`src/sv/acms_pkg.sv`:
```
// acms_pkg: shared types, constants and helpers for the adaptive cancel mode selector
// depends on nothing; used by adaptive_cancel_mode_selector and its test bench
package acms_pkg;

    localparam int WINDOW_DEPTH = 16;
    localparam int OBJECT_COUNT = 64;

    localparam int OPCODE_W   = 2;
    localparam int OBJ_ID_W   = 6;
    localparam int MISS_W     = 6;
    localparam int THR_W      = 5;
    localparam int CFG_IDX_W  = 2;
    localparam int CFG_DATA_W = 5;

    localparam int OBJ_AW  = (OBJECT_COUNT > 1) ? $clog2(OBJECT_COUNT) : 1;
    localparam int FILL_W  = $clog2(WINDOW_DEPTH);
    localparam int TOTAL_W = $clog2(WINDOW_DEPTH + (1 << MISS_W));
    localparam int CNT_W   = $clog2(WINDOW_DEPTH + 1);
    localparam int CMP_W   = (CNT_W > THR_W) ? CNT_W : THR_W;

    localparam int CHUNK_W     = 4;
    localparam int PC_W        = 3;
    localparam int NUM_CHUNKS  = (WINDOW_DEPTH + CHUNK_W - 1) / CHUNK_W;
    localparam int PAD_W       = NUM_CHUNKS * CHUNK_W;
    localparam int CHUNK_IDX_W = (NUM_CHUNKS > 1) ? $clog2(NUM_CHUNKS) : 1;

    localparam logic [OPCODE_W-1:0] OP_CHECK = 2'd0;
    localparam logic [OPCODE_W-1:0] OP_FLUSH = 2'd1;
    localparam logic [OPCODE_W-1:0] OP_PURGE = 2'd2;

    localparam logic [CFG_IDX_W-1:0] REG_THIRD_ENABLE  = 2'd0;
    localparam logic [CFG_IDX_W-1:0] REG_PERM_BELOW    = 2'd1;
    localparam logic [CFG_IDX_W-1:0] REG_LAZY_EXIT     = 2'd2;
    localparam logic [CFG_IDX_W-1:0] REG_LAZY_ENTER    = 2'd3;

    localparam logic [THR_W-1:0] PERM_BELOW_RST = 5'd4;
    localparam logic [THR_W-1:0] LAZY_EXIT_RST  = 5'd8;
    localparam logic [THR_W-1:0] LAZY_ENTER_RST = 5'd12;

    typedef struct packed {
        logic [OPCODE_W-1:0] opcode;
        logic [OBJ_ID_W-1:0] object_id;
        logic                queue_nonempty;
        logic                hit;
        logic [MISS_W-1:0]   miss_count;
    } t_in;

    typedef struct packed {
        logic suppress;
        logic lazy_mode;
        logic permanent;
        logic evaluated;
        logic cancel_lazy_queue;
        logic drop_lazy_queue;
    } t_res;

    typedef struct packed {
        logic [WINDOW_DEPTH-1:0] window;
        logic [FILL_W-1:0]       fill;
        logic                    mode_lazy;
        logic                    permanent;
    } t_entry;

    function automatic logic [PC_W-1:0] chunk_ones(input logic [CHUNK_W-1:0] c);
        logic [PC_W-1:0] n;
        n = '0;
        for (int i = 0; i < CHUNK_W; i++) begin
            n = n + PC_W'(c[i]);
        end
        return n;
    endfunction

endpackage

```
`src/sv/acms_ram.sv`:
```
// acms_ram: generic single write port, single read port ram with registered read
// depends on nothing
module acms_ram #(
    parameter int WIDTH = 8,
    parameter int DEPTH = 64
) (
    input  logic                                        i_clk,
    input  logic                                        i_we,
    input  logic [((DEPTH > 1) ? $clog2(DEPTH) : 1)-1:0] i_waddr,
    input  logic [WIDTH-1:0]                            i_wdata,
    input  logic [((DEPTH > 1) ? $clog2(DEPTH) : 1)-1:0] i_raddr,
    output logic [WIDTH-1:0]                            o_rdata
);

    logic [WIDTH-1:0] r_mem [DEPTH];
    logic [WIDTH-1:0] r_rdata;

    always_ff @(posedge i_clk) begin
        if (i_we) begin
            r_mem[i_waddr] <= i_wdata;
        end
        r_rdata <= r_mem[i_raddr];
    end

    assign o_rdata = r_rdata;

endmodule

```
`src/sv/adaptive_cancel_mode_selector.sv`:
```
// adaptive_cancel_mode_selector: per-object lazy/aggressive cancellation mode tracking
// depends on acms_pkg and acms_ram
//
// channel   handshake                  word
// input     start / busy               i_in (acms_pkg::t_in)
// result    o_res_valid (1-cycle)      o_res (acms_pkg::t_res)
// config    i_cfg_valid / o_cfg_ready  i_cfg_index, i_cfg_data
//
// a recorded word that fills the window goes through ram read, window update,
// 4 popcount steps of 4 bits on the shared adder, and decide before the next accept.
// any other word skips the popcount.
// reset is synchronous; mode, permanent mark, window and fill read as zero until written.
// the result strobe lasts one cycle and cannot be stalled; config is always ready.
module adaptive_cancel_mode_selector (
    input  logic                                i_clk,
    input  logic                                i_rst_n,
    input  logic                                start,
    output logic                                busy,
    input  acms_pkg::t_in                       i_in,
    output logic                                o_res_valid,
    output acms_pkg::t_res                      o_res,
    input  logic                                i_cfg_valid,
    output logic                                o_cfg_ready,
    input  logic [acms_pkg::CFG_IDX_W-1:0]      i_cfg_index,
    input  logic [acms_pkg::CFG_DATA_W-1:0]     i_cfg_data
);

    localparam logic [1:0] S_IDLE = 2'd0;
    localparam logic [1:0] S_CALC = 2'd1;
    localparam logic [1:0] S_CNT  = 2'd2;
    localparam logic [1:0] S_EVAL = 2'd3;

    localparam int D = acms_pkg::WINDOW_DEPTH;

    logic [1:0] r_state;
    logic [1:0] n_state;

    logic                            r_third_en;
    logic [acms_pkg::THR_W-1:0]      r_perm_thr;
    logic [acms_pkg::THR_W-1:0]      r_exit_thr;
    logic [acms_pkg::THR_W-1:0]      r_enter_thr;

    logic [acms_pkg::OBJECT_COUNT-1:0] r_win_vld;
    logic [acms_pkg::OBJECT_COUNT-1:0] r_st_vld;

    acms_pkg::t_in                   r_in;
    logic [D-1:0]                    r_win;
    logic [acms_pkg::PAD_W-1:0]      r_shift;
    logic [acms_pkg::FILL_W-1:0]     r_fill_new;
    logic                            r_full;
    logic                            r_rec;
    logic                            r_inr;
    logic                            r_mode;
    logic                            r_perm;
    logic                            r_supp;
    logic [acms_pkg::CNT_W-1:0]      r_cnt;
    logic [acms_pkg::CHUNK_IDX_W-1:0] r_cidx;
    logic                            r_res_valid;
    acms_pkg::t_res                  r_res;

    logic                            accept;
    logic [acms_pkg::OBJ_AW-1:0]     rd_addr;
    logic [acms_pkg::OBJ_AW-1:0]     obj_addr;
    logic [$bits(acms_pkg::t_entry)-1:0] ram_rdata;
    acms_pkg::t_entry                ent;
    acms_pkg::t_entry                wr_ent;
    logic                            ram_we;

    logic                            in_range;
    logic                            wv;
    logic                            sv_ok;
    logic [D-1:0]                    old_win;
    logic [acms_pkg::FILL_W-1:0]     old_fill;
    logic                            mode_old;
    logic                            perm_old;
    logic                            is_check;
    logic                            is_flush;
    logic                            rec;
    logic                            hbit;
    logic [D-1:0]                    hit_pos;
    logic [acms_pkg::FILL_W:0]       rot_sum;
    logic [acms_pkg::FILL_W-1:0]     rot;
    logic [D-1:0]                    clr_base;
    logic [2*D-1:0]                  clr_wide;
    logic [D-1:0]                    clr;
    logic [D-1:0]                    new_win;
    logic [acms_pkg::TOTAL_W-1:0]    total;
    logic                            full;

    logic [acms_pkg::CMP_W-1:0]      cnt_c;
    logic                            evald;
    logic                            n_mode;
    logic                            n_perm;
    logic                            to_aggr;
    logic                            to_lazy;

    assign accept      = start && !busy;
    assign busy        = (r_state != S_IDLE);
    assign o_cfg_ready = 1'b1;
    assign o_res_valid = r_res_valid;
    assign o_res       = r_res;

    assign obj_addr = acms_pkg::OBJ_AW'(r_in.object_id);
    assign rd_addr  = acms_pkg::OBJ_AW'(i_in.object_id);

    acms_ram #(
        .WIDTH ($bits(acms_pkg::t_entry)),
        .DEPTH (acms_pkg::OBJECT_COUNT)
    ) u_state_ram (
        .i_clk   (i_clk),
        .i_we    (ram_we),
        .i_waddr (obj_addr),
        .i_wdata (wr_ent),
        .i_raddr (rd_addr),
        .o_rdata (ram_rdata)
    );

    // window update
    always_comb begin
        ent      = acms_pkg::t_entry'(ram_rdata);
        in_range = (32'(r_in.object_id) < 32'(acms_pkg::OBJECT_COUNT));
        wv       = r_win_vld[obj_addr];
        sv_ok    = r_st_vld[obj_addr];
        old_win  = wv ? ent.window : '0;
        old_fill = wv ? ent.fill : '0;
        mode_old = sv_ok && ent.mode_lazy;
        perm_old = sv_ok && ent.permanent;
        is_check = (r_in.opcode == acms_pkg::OP_CHECK);
        is_flush = (r_in.opcode == acms_pkg::OP_FLUSH);
        rec      = in_range && (is_flush || (is_check && r_in.queue_nonempty && !perm_old));
        hbit     = is_check && r_in.hit;
        hit_pos  = D'(1) << old_fill;
        rot_sum  = {1'b0, old_fill} + (acms_pkg::FILL_W + 1)'(hbit);
        if (rot_sum >= (acms_pkg::FILL_W + 1)'(D)) begin
            rot = acms_pkg::FILL_W'(rot_sum - (acms_pkg::FILL_W + 1)'(D));
        end else begin
            rot = acms_pkg::FILL_W'(rot_sum);
        end
        // all ones once the misses cover the whole window
        clr_base = ~({D{1'b1}} << r_in.miss_count);
        clr_wide = {{D{1'b0}}, clr_base} << rot;
        clr      = clr_wide[D-1:0] | clr_wide[2*D-1:D];
        new_win  = (old_win | (hbit ? hit_pos : '0)) & ~clr;
        total    = acms_pkg::TOTAL_W'(old_fill) + acms_pkg::TOTAL_W'(hbit)
                 + acms_pkg::TOTAL_W'(r_in.miss_count);
        full     = (total >= acms_pkg::TOTAL_W'(D));
    end

    // mode decision
    always_comb begin
        cnt_c   = acms_pkg::CMP_W'(r_cnt);
        evald   = r_rec && r_full;
        n_mode  = r_mode;
        n_perm  = r_perm;
        to_aggr = 1'b0;
        to_lazy = 1'b0;
        if (evald) begin
            if (r_third_en && (cnt_c < acms_pkg::CMP_W'(r_perm_thr))) begin
                to_aggr = r_mode;
                n_mode  = 1'b0;
                n_perm  = 1'b1;
            end else if (r_mode && (cnt_c < acms_pkg::CMP_W'(r_exit_thr))) begin
                to_aggr = 1'b1;
                n_mode  = 1'b0;
            end else if (!r_mode && (cnt_c > acms_pkg::CMP_W'(r_enter_thr))) begin
                to_lazy = 1'b1;
                n_mode  = 1'b1;
            end
        end
        ram_we           = (r_state == S_EVAL) && r_rec;
        wr_ent.window    = r_win;
        wr_ent.fill      = r_fill_new;
        wr_ent.mode_lazy = n_mode;
        wr_ent.permanent = n_perm;
    end

    always_comb begin
        n_state = r_state;
        unique case (r_state)
            S_IDLE: begin
                if (accept) begin
                    n_state = S_CALC;
                end
            end
            S_CALC: begin
                n_state = (rec && full) ? S_CNT : S_EVAL;
            end
            S_CNT: begin
                if (r_cidx == '0) begin
                    n_state = S_EVAL;
                end
            end
            S_EVAL: begin
                n_state = S_IDLE;
            end
            default: begin
                n_state = S_IDLE;
            end
        endcase
    end

    always_ff @(posedge i_clk) begin
        if (!i_rst_n) begin
            r_state     <= S_IDLE;
            r_third_en  <= 1'b0;
            r_perm_thr  <= acms_pkg::PERM_BELOW_RST;
            r_exit_thr  <= acms_pkg::LAZY_EXIT_RST;
            r_enter_thr <= acms_pkg::LAZY_ENTER_RST;
            r_win_vld   <= '0;
            r_st_vld    <= '0;
            r_res_valid <= 1'b0;
        end else begin
            r_state     <= n_state;
            r_res_valid <= (r_state == S_EVAL);
            if (i_cfg_valid) begin
                unique case (i_cfg_index)
                    acms_pkg::REG_THIRD_ENABLE: r_third_en  <= i_cfg_data[0];
                    acms_pkg::REG_PERM_BELOW:   r_perm_thr  <= i_cfg_data;
                    acms_pkg::REG_LAZY_EXIT:    r_exit_thr  <= i_cfg_data;
                    acms_pkg::REG_LAZY_ENTER:   r_enter_thr <= i_cfg_data;
                    default: ;
                endcase
            end
            // purge drops every window at once
            if (accept && (i_in.opcode == acms_pkg::OP_PURGE)) begin
                r_win_vld <= '0;
            end
            if (ram_we) begin
                r_win_vld[obj_addr] <= 1'b1;
                r_st_vld[obj_addr]  <= 1'b1;
            end
        end
    end

    always_ff @(posedge i_clk) begin
        if (accept) begin
            r_in <= i_in;
        end
        if (r_state == S_CALC) begin
            r_win      <= new_win;
            r_shift    <= acms_pkg::PAD_W'(new_win);
            r_fill_new <= full ? '0 : acms_pkg::FILL_W'(total);
            r_full     <= full;
            r_rec      <= rec;
            r_inr      <= in_range;
            r_mode     <= mode_old;
            r_perm     <= perm_old;
            r_supp     <= is_check && rec && mode_old && r_in.hit;
            r_cnt      <= '0;
            r_cidx     <= acms_pkg::CHUNK_IDX_W'(acms_pkg::NUM_CHUNKS - 1);
        end
        if (r_state == S_CNT) begin
            r_cnt   <= r_cnt + acms_pkg::CNT_W'(
                           acms_pkg::chunk_ones(r_shift[acms_pkg::CHUNK_W-1:0]));
            r_shift <= r_shift >> acms_pkg::CHUNK_W;
            r_cidx  <= r_cidx - acms_pkg::CHUNK_IDX_W'(1);
        end
        if (r_state == S_EVAL) begin
            if (r_inr) begin
                r_res.suppress          <= r_supp;
                r_res.lazy_mode         <= n_mode;
                r_res.permanent         <= n_perm;
                r_res.evaluated         <= evald;
                r_res.cancel_lazy_queue <= to_aggr;
                r_res.drop_lazy_queue   <= to_lazy;
            end else begin
                r_res <= '0;
            end
        end
    end

    a_strobe_idle: assert property (@(posedge i_clk) disable iff (!i_rst_n)
        o_res_valid |-> !busy)
        else $error("result strobe while busy");

    a_cnt_exit: assert property (@(posedge i_clk) disable iff (!i_rst_n)
        (r_state == S_CNT) |=> (r_state == S_CNT) || (r_state == S_EVAL))
        else $error("popcount left early");

    a_switch_excl: assert property (@(posedge i_clk) disable iff (!i_rst_n)
        o_res_valid |-> !(o_res.cancel_lazy_queue && o_res.drop_lazy_queue))
        else $error("both switch flags set");

    a_switch_eval: assert property (@(posedge i_clk) disable iff (!i_rst_n)
        (o_res_valid && (o_res.cancel_lazy_queue || o_res.drop_lazy_queue))
        |-> o_res.evaluated)
        else $error("mode switch without evaluation");

    a_supp_mode: assert property (@(posedge i_clk) disable iff (!i_rst_n)
        (o_res_valid && o_res.suppress) |-> (o_res.lazy_mode || o_res.cancel_lazy_queue))
        else $error("suppress on an object that was not lazy");

endmodule

```
`config.mk`:
```
export PLATFORM = sky130hd
export DESIGN_NAME = adaptive_cancel_mode_selector
export DESIGN_NICKNAME = d
export VERILOG_FILES = /design/src/sv/acms_pkg.sv /design/src/sv/acms_ram.sv /design/src/sv/adaptive_cancel_mode_selector.sv
export SDC_FILE = /design/constraint.sdc
export NUM_CORES = 2
export LEC_CHECK = 0
export BUFFER_PORTS_ARGS = -buffer_cell sky130_fd_sc_hd__buf_2
export CORE_MARGIN = 5
export CORE_UTILIZATION = 61
export DETAILED_ROUTE_END_ITERATION = 12
export PLACE_DENSITY = 0.85
export SYNTH_ARGS = -nofsm -noshare
export SYNTH_HDL_FRONTEND = slang
export SYNTH_SLANG_ARGS = --single-unit
```
`constraint.sdc`:
```
create_clock -name i_clk -period 6.72 [get_ports i_clk]
set_input_delay 0.672 -clock i_clk [delete_from_list [all_inputs] [get_ports i_clk]]
set_output_delay 0.672 -clock i_clk [all_outputs]
set_load 0.005 [all_outputs]
```
-- After elaboration in Yosys (flattened, before gate mapping)
Memories as Yosys holds them, arrays and structs flattened. A register that Yosys moved wholly into a read port is not among the register bits.
Cells that the tools add are included.
- $add $sub $neg: 9
- multiply operators: 0
- divide/modulo/power cells: 0
- order comparisons: 7
- eq/ne operators: 10
- shifts and indexed selects: 3
- mux-type cells: 34
- bitwise gates (word level): 8
- reduce and logical (&&, ||, !) cells: 33
- operators with widths (cell ; number):
    $mux W64 ; 3
    $or A64 B64 Y64 ; 2
    $mux W16 ; 2
    $not A16 Y16 ; 2
    $or A16 B16 Y16 ; 2
    $shl A16 B4 Y32 ; 1
    $mux W12 ; 2
    $logic_and A1 B1 Y1 ; 17
    $and A16 B16 Y16 ; 1
    $shl A1 B4 Y16 const A ; 1
    $shl A16 B6 Y16 const A ; 1
    $mux W1 ; 15
    $bmux W1 S6 ; 2
    $add A4 B1 Y5 ; 2
    $eq A2 B2 Y1 const B ; 5
    $lt A5 B5 Y1 ; 2
    $mux W5 ; 2
    $reduce_and A2 Y1 ; 5
    $logic_not A2 Y1 ; 4
    $mux W2 ; 4
    $mux W4 ; 2
    $pmux W2 S4 ; 1
    $add A5 B6 Y7 ; 1
    $ge A7 B5 Y1 const B ; 1
    other kinds (18) ; 24
- register bits: 217
- latch bits: 0
- memory bits (writable): 1408
- bits in read-only memories: 0
- bits of input ports: 27
- memories: 1
- memories (name ; depth ; width ; read ports ; clocked after memory_dff ; write ports ; line ; source):
    u_state_ram.r_mem ; 64 ; 22 ; 1 ; 1 ; 1 ; acms_ram.sv:15 ; logic [WIDTH-1:0] r_mem [DEPTH];

-- Logic depth before layout (Yosys ltp)
- depth after elaboration: 12
- depth in mapped cells: 24
- gate-level depth less buffers: 18

-- Cells and area by module
A second synthesis with hierarchy kept.
- cells, all modules: 3521
- area, all modules: 65387.7 um2
- by module, submodules not included (module ; instances ; cells an instance ; area an instance (um2) ; sequential area each (um2)):
    acms_ram ; 1 ; 2349 ; 54260.8 ; 42721.0
    adaptive_cancel_mode_selector ; 1 ; 1172 ; 11126.9 ; 5004.8

-- Least setup slack after synthesis
OpenSTA, ideal clock, no wires.
- path type: reg-to-reg
- start: reg r_in, in the netlist obj_addr[1]
- end: reg r_shift[14] (netlist name)
- library setup time: 65 ps
- data arrival time: 4575 ps
- required time: 6655 ps
- setup slack: 2080 ps
- cell stages (with the launch flop): 23
- clock period less this slack: 4640 ps
- path through: edfxtp_1 buf_6 nor2b_4 buf_6 a221o_1 a21oi_1 o22ai_1 or2_4 nor2_1 clkbuf_1 buf_2 nor2b_1 ha_1 ha_1 or3_4 a211o_1 a21o_1 mux2_2 a22oi_1 nor2_1 a2111oi_4 mux2i_1 nor2_1
- cells in the longest elaborated chain, start to end: 10
- elaborated cells between the ends (all ways): 15
- classes of those cells: add/sub (2); order compare (1); shift (2); mux (6); bitwise (4)
- RTL lines (item ; line ; source):
    start, declared ; adaptive_cancel_mode_selector.sv:46 ; acms_pkg::t_in r_in;
    start signal, assigned ; adaptive_cancel_mode_selector.sv:237 ; r_in <= i_in;
    $bmux W1 S6 (*) ; adaptive_cancel_mode_selector.sv:122 ; wv = r_win_vld[obj_addr];
    $mux W1 (implied by the code) (*) ; adaptive_cancel_mode_selector.sv:122 ;
    $mux W4 ; adaptive_cancel_mode_selector.sv:125 ; old_fill = wv ? ent.fill : '0;
    $add A4 B1 Y5 ; adaptive_cancel_mode_selector.sv:133 ; rot_sum = {1'b0, old_fill} + (acms_pkg::FILL_W + 1)'(hbit);
    $sub A4 B1 Y4 or $ge A5 B5 Y1 (tied branches) ; adaptive_cancel_mode_selector.sv:135, adaptive_cancel_mode_selector.sv:134 ;
    $mux W4 ; adaptive_cancel_mode_selector.sv:134 ; if (rot_sum >= (acms_pkg::FILL_W + 1)'(D)) begin
    $shl A16 B4 Y32 ; adaptive_cancel_mode_selector.sv:141 ; clr_wide = {{D{1'b0}}, clr_base} << rot;
    $or A16 B16 Y16 ; adaptive_cancel_mode_selector.sv:142 ; clr = clr_wide[D-1:0] | clr_wide[2*D-1:D];
    $not A16 Y16 ; adaptive_cancel_mode_selector.sv:143 ; new_win = (old_win | (hbit ? hit_pos : '0)) & ~clr;
    $and A16 B16 Y16 (*) ; adaptive_cancel_mode_selector.sv:143 ;
    via new_win[14] ; adaptive_cancel_mode_selector.sv:86 ; logic [D-1:0] new_win;
    end signal, assigned ; adaptive_cancel_mode_selector.sv:241 ; r_shift <= acms_pkg::PAD_W'(new_win);
    end signal, assigned ; adaptive_cancel_mode_selector.sv:255 ; r_shift <= r_shift >> acms_pkg::CHUNK_W;
    end, declared ; adaptive_cancel_mode_selector.sv:48 ; logic [acms_pkg::PAD_W-1:0] r_shift;
The timed path passes the listed nets; every way through them passes the cells marked *. The select of a mux whose other input is x is not followed.
A chain may end at the register's enable or synchronous reset.

-- Worst setup path after layout
- start: reg r_in, in the netlist obj_addr[2]
- end: reg r_shift[2] (netlist name), data pin
- cells in the longest elaborated chain, start to end: 12
- elaborated cells between the ends (all ways): 17
- classes of those cells: add/sub (2); order compare (1); shift (2); mux (8); bitwise (4)
- RTL lines (item ; line ; source):
    $bmux W1 S6 (*) ; adaptive_cancel_mode_selector.sv:122 ;
    $mux W1 (implied by the code) (*) ; adaptive_cancel_mode_selector.sv:122 ;
    $mux W4 ; adaptive_cancel_mode_selector.sv:125 ;
    $add A4 B1 Y5 ; adaptive_cancel_mode_selector.sv:133 ;
    $sub A4 B1 Y4 or $ge A5 B5 Y1 (tied branches) ; adaptive_cancel_mode_selector.sv:135, adaptive_cancel_mode_selector.sv:134 ;
    $mux W4 ; adaptive_cancel_mode_selector.sv:134 ;
    $shl A16 B4 Y32 ; adaptive_cancel_mode_selector.sv:141 ;
    $or A16 B16 Y16 ; adaptive_cancel_mode_selector.sv:142 ;
    $not A16 Y16 ; adaptive_cancel_mode_selector.sv:143 ;
    $and A16 B16 Y16 (*) ; adaptive_cancel_mode_selector.sv:143 ;
    $mux W12 (*) ; adaptive_cancel_mode_selector.sv:239 ; if (r_state == S_CALC) begin
    $mux W12 (*) ; adaptive_cancel_mode_selector.sv:252 ; if (r_state == S_CNT) begin
Mark *: on every way between the ends. The rest lies on a longest branch, timed or not. The select of a mux whose other input is x is not followed.

==> impl_metrics.env <==
export IMPL_outcome="complete, no violations"
export IMPL_area_growth_pct=11.4
export IMPL_path_cells="buf_4 > mux2i_1 > o22ai_1 > o21bai_1 > nand4_1 > or2_4 > nor2_2 > buf_4 > nor2b_1 > ha_1 > clkinv_1 > nor2_1 > a31oi_1 > nand2_1 > a221oi_1 > o31ai_1"
export IMPL_path_class="reg2reg"
export IMPL_clk_pin_slew_ns=0.06
export IMPL_synth_main_ff_cell="edfxtp_1"
export IMPL_ir_worst_vdd_mv=0.381
export IMPL_yosysMostFrequentCell="edfxtp_1"
export IMPL_post_cts_buffers=0
export IMPL_synth_edf_count=1474
export IMPL_grt_first_pass_wirelength_um=248000
export IMPL_max_slew_margin_rel_pct=13.9
export IMPL_rsz0062_at_grt="no"
export IMPL_max_stage_delay_ns=0.98
export IMPL_yosysWarnings=0
export IMPL_grt_max_degree=96
export IMPL_placedCellCount=4545
export IMPL_endpoint_kind="flop"
export IMPL_syn_avg_cell_area_um2=20.2
export IMPL_max_freq_mhz=165
export IMPL_cpMostUsedCell="buf_4"
export IMPL_dieWidth_um=334
export IMPL_power_density_nw_per_um2=336
export IMPL_netlist_area_um2=64200
export IMPL_skew_ns=0.0439
export IMPL_cts_buffers_inserted=154
export IMPL_vias=34200
export IMPL_wl_per_cell_um=35.8
export IMPL_clockRootBuffer="clkbuf_16"
export IMPL_coreArea_um2=105000
export IMPL_hold_violations=0
export IMPL_leakagePower_uw=0.0230
export IMPL_setup_viol=0
export IMPL_wirelength_um=173000
export IMPL_finalSetupTns_ns=0
export IMPL_slowest_stage="edfxtp_1"
export IMPL_period_share_pct=90.2
export IMPL_fin_util_pct=68.2
export IMPL_clock_sinks=1647
export IMPL_n_fill_cell=6061
export IMPL_holdWs_ns=0.101
export IMPL_cts_resized=0
export IMPL_worst_slew_pin_slew_ns=1.29
export IMPL_postRouteAntennaNets=0
export IMPL_cts_tree="done"
export IMPL_syn_nets=3240
export IMPL_cp_start_kind="flop"
export IMPL_total_power_uw=24000
export IMPL_hp_class="in2reg"
export IMPL_grt_overflow_total=0
export IMPL_synth_top_area_cell="edfxtp_1"
export IMPL_cts_path_max_buffers=3
export IMPL_synth_area_top_cells="edfxtp_1 69%, mux4_2 16%, dfxtp_1 5.4%, nor2_1 1.9%, a21oi_1 0.84%"
export IMPL_synth_top_area_share_pct=69.0
export IMPL_grtUsageTotal_pct=31.2
export IMPL_required_ns=7.24
export IMPL_std_cell_rows=119
export IMPL_die_y_um=334
export IMPL_multiInputGateArea_um2=15700
export IMPL_grt_pass1_vias=34200
export IMPL_synth_cell_type_count=82
export IMPL_drc=0
export IMPL_fin_cells=4834
export IMPL_port_buffers=34
export IMPL_clkLatencyLatePin_ns=0.79
export IMPL_drtPass1Iterations=8
export IMPL_post_dp_hpwl_um=90900
export IMPL_antenna_found_initial=11
export IMPL_cts_hold_buffers=0
export IMPL_critPathMaxFanout=28
export IMPL_initial_core_util_pct=61.2
export IMPL_post_route_cells_drive_above_1_share_pct=27.5
export IMPL_final_min_clock_period_ns=6.06
export IMPL_gp_congestion=0.962
export IMPL_ys_seq_area_share_pct=74.4
export IMPL_via_per_inst=7.07
export IMPL_drt_iter0_markers=5247
export IMPL_seqCellArea_um2=47700
export IMPL_finalMaxSlewViolations=0
export IMPL_crit_arrival_ns=6.58
export IMPL_cts_htree_levels=4
export IMPL_die_area_um2=112000
export IMPL_drv_cap=0
export IMPL_nNetsFinal=3368
export IMPL_syn_inst=3183
export IMPL_synthArstFlopShare_pct=0
export IMPL_ys_ff_latch=1647
export IMPL_io_pins=36
export IMPL_netlist_top_cells_count="1474 x edfxtp_1, 466 x mux4_2, 319 x nor2_1"
[logic make-up after synthesis]
group | share of synthesized area [%]
flops | 74.4
mux | 17.3
simple gates | 3.45
compound gates | 2.70
buf+inv | 1.45
fa+ha+maj | 0.677
xor+xnor | 0.0819
other cells | 0.00584
[layout make-up]
cell class                      count  share of cell area (%)
Antenna cell                        6                  0.0210
Clock buffer                      204                    5.96
Clock inverter                     78                    1.01
Inverter                           41                   0.219
Multi-Input combinational cell   1320                    22.0
Sequential cell                  1647                    66.7
Tap cell                         1391                    2.43
Timing Repair Buffer              147                    1.65
[layer usage]
metal | vias up | GRT usage (%) | share of wire, % | routed length (um)
met4 | 6 | 15.5 | 5.9 | 10100
met3 | 537 | 7.78 | 12 | 20400
li1 | 13300 | - | - | -
met5 | - | 0 | 0.024 | 42
met2 | 2797 | 49.3 | 48 | 83600
met1 | 17600 | 41.5 | 34 | 58700
[metrics by stage]
stage                     setup WS, ns  cell area, um^2
final                            0.655            71500
after global routing             0.633            71500
after CTS                        0.979            71500
after detailed placement         0.995            66500
after global placement            1.03            66500
after floorplan                   2.08            64200
[worst max-delay path: cells and delay by family, from the launching register on]
kind	cells	cell delay, ns
mux	1	0.27
compound gates	5	1.85
buf+inv	3	0.91
flops	1	0.98
simple gates	6	1.53
fa+ha+maj	1	0.24
[power by group]
| part | internal, uW | leakage, uW | switching (uW) | total, uW |
|---|---|---|---|---|
| Sequential | 12200 | 0.0147 | 222 | 12400 |
| Combinational | 767 | 0.00580 | 2090 | 2850 |
| Clock | 4940 | 0.00244 | 3800 | 8740 |
| Total | 17900 | 0.0230 | 6110 | 24000 |
[registers in the layout (all words and copies together) (netlist names), 2 cells and up]
name	flops
u_state_ram.r_mem	1408
r_st_vld	64
r_win_vld	64
u_state_ram.o_rdata	22
r_shift	16
r_win	16
r_in	10
o_res	6
obj_addr	6
cnt_c	5
r_enter_thr	5
r_exit_thr	5
r_perm_thr	5
r_fill_new	4
r_cidx	2
r_state	2
[final timing paths]
path	cells after the start	from	slack [ns]	endpoint
setup reg to reg	16	obj_addr[2]$_DFFE_PP_	0.66	r_shift[2]$_DFFE_PP_
hold reg to reg	0	r_supp$_DFFE_PP_	0.43	o_res[5]$_DFFE_PP_
hold / removal	1	i_in[6]	0.10	r_in[6]$_DFFE_PP_
setup / recovery	16	obj_addr[2]$_DFFE_PP_	0.66	r_shift[2]$_DFFE_PP_
[cells in the final DEF (no fill, tap or decap), drive strengths merged, types with 42 or more instances in the layout]
cell / netlist / routed
edfxtp: 1474 / 1474
inv: 39 / 42
clkinv: 2 / 61
nand2: 53 / 53
nor2: 323 / 323
a21oi: 108 / 108
clkbuf: 102 / 204
buf: 73 / 147
mux4: 466 / 466
dfxtp: 173 / 173
mux2i: 42 / 42
Power figures use the tool's default switching activity.
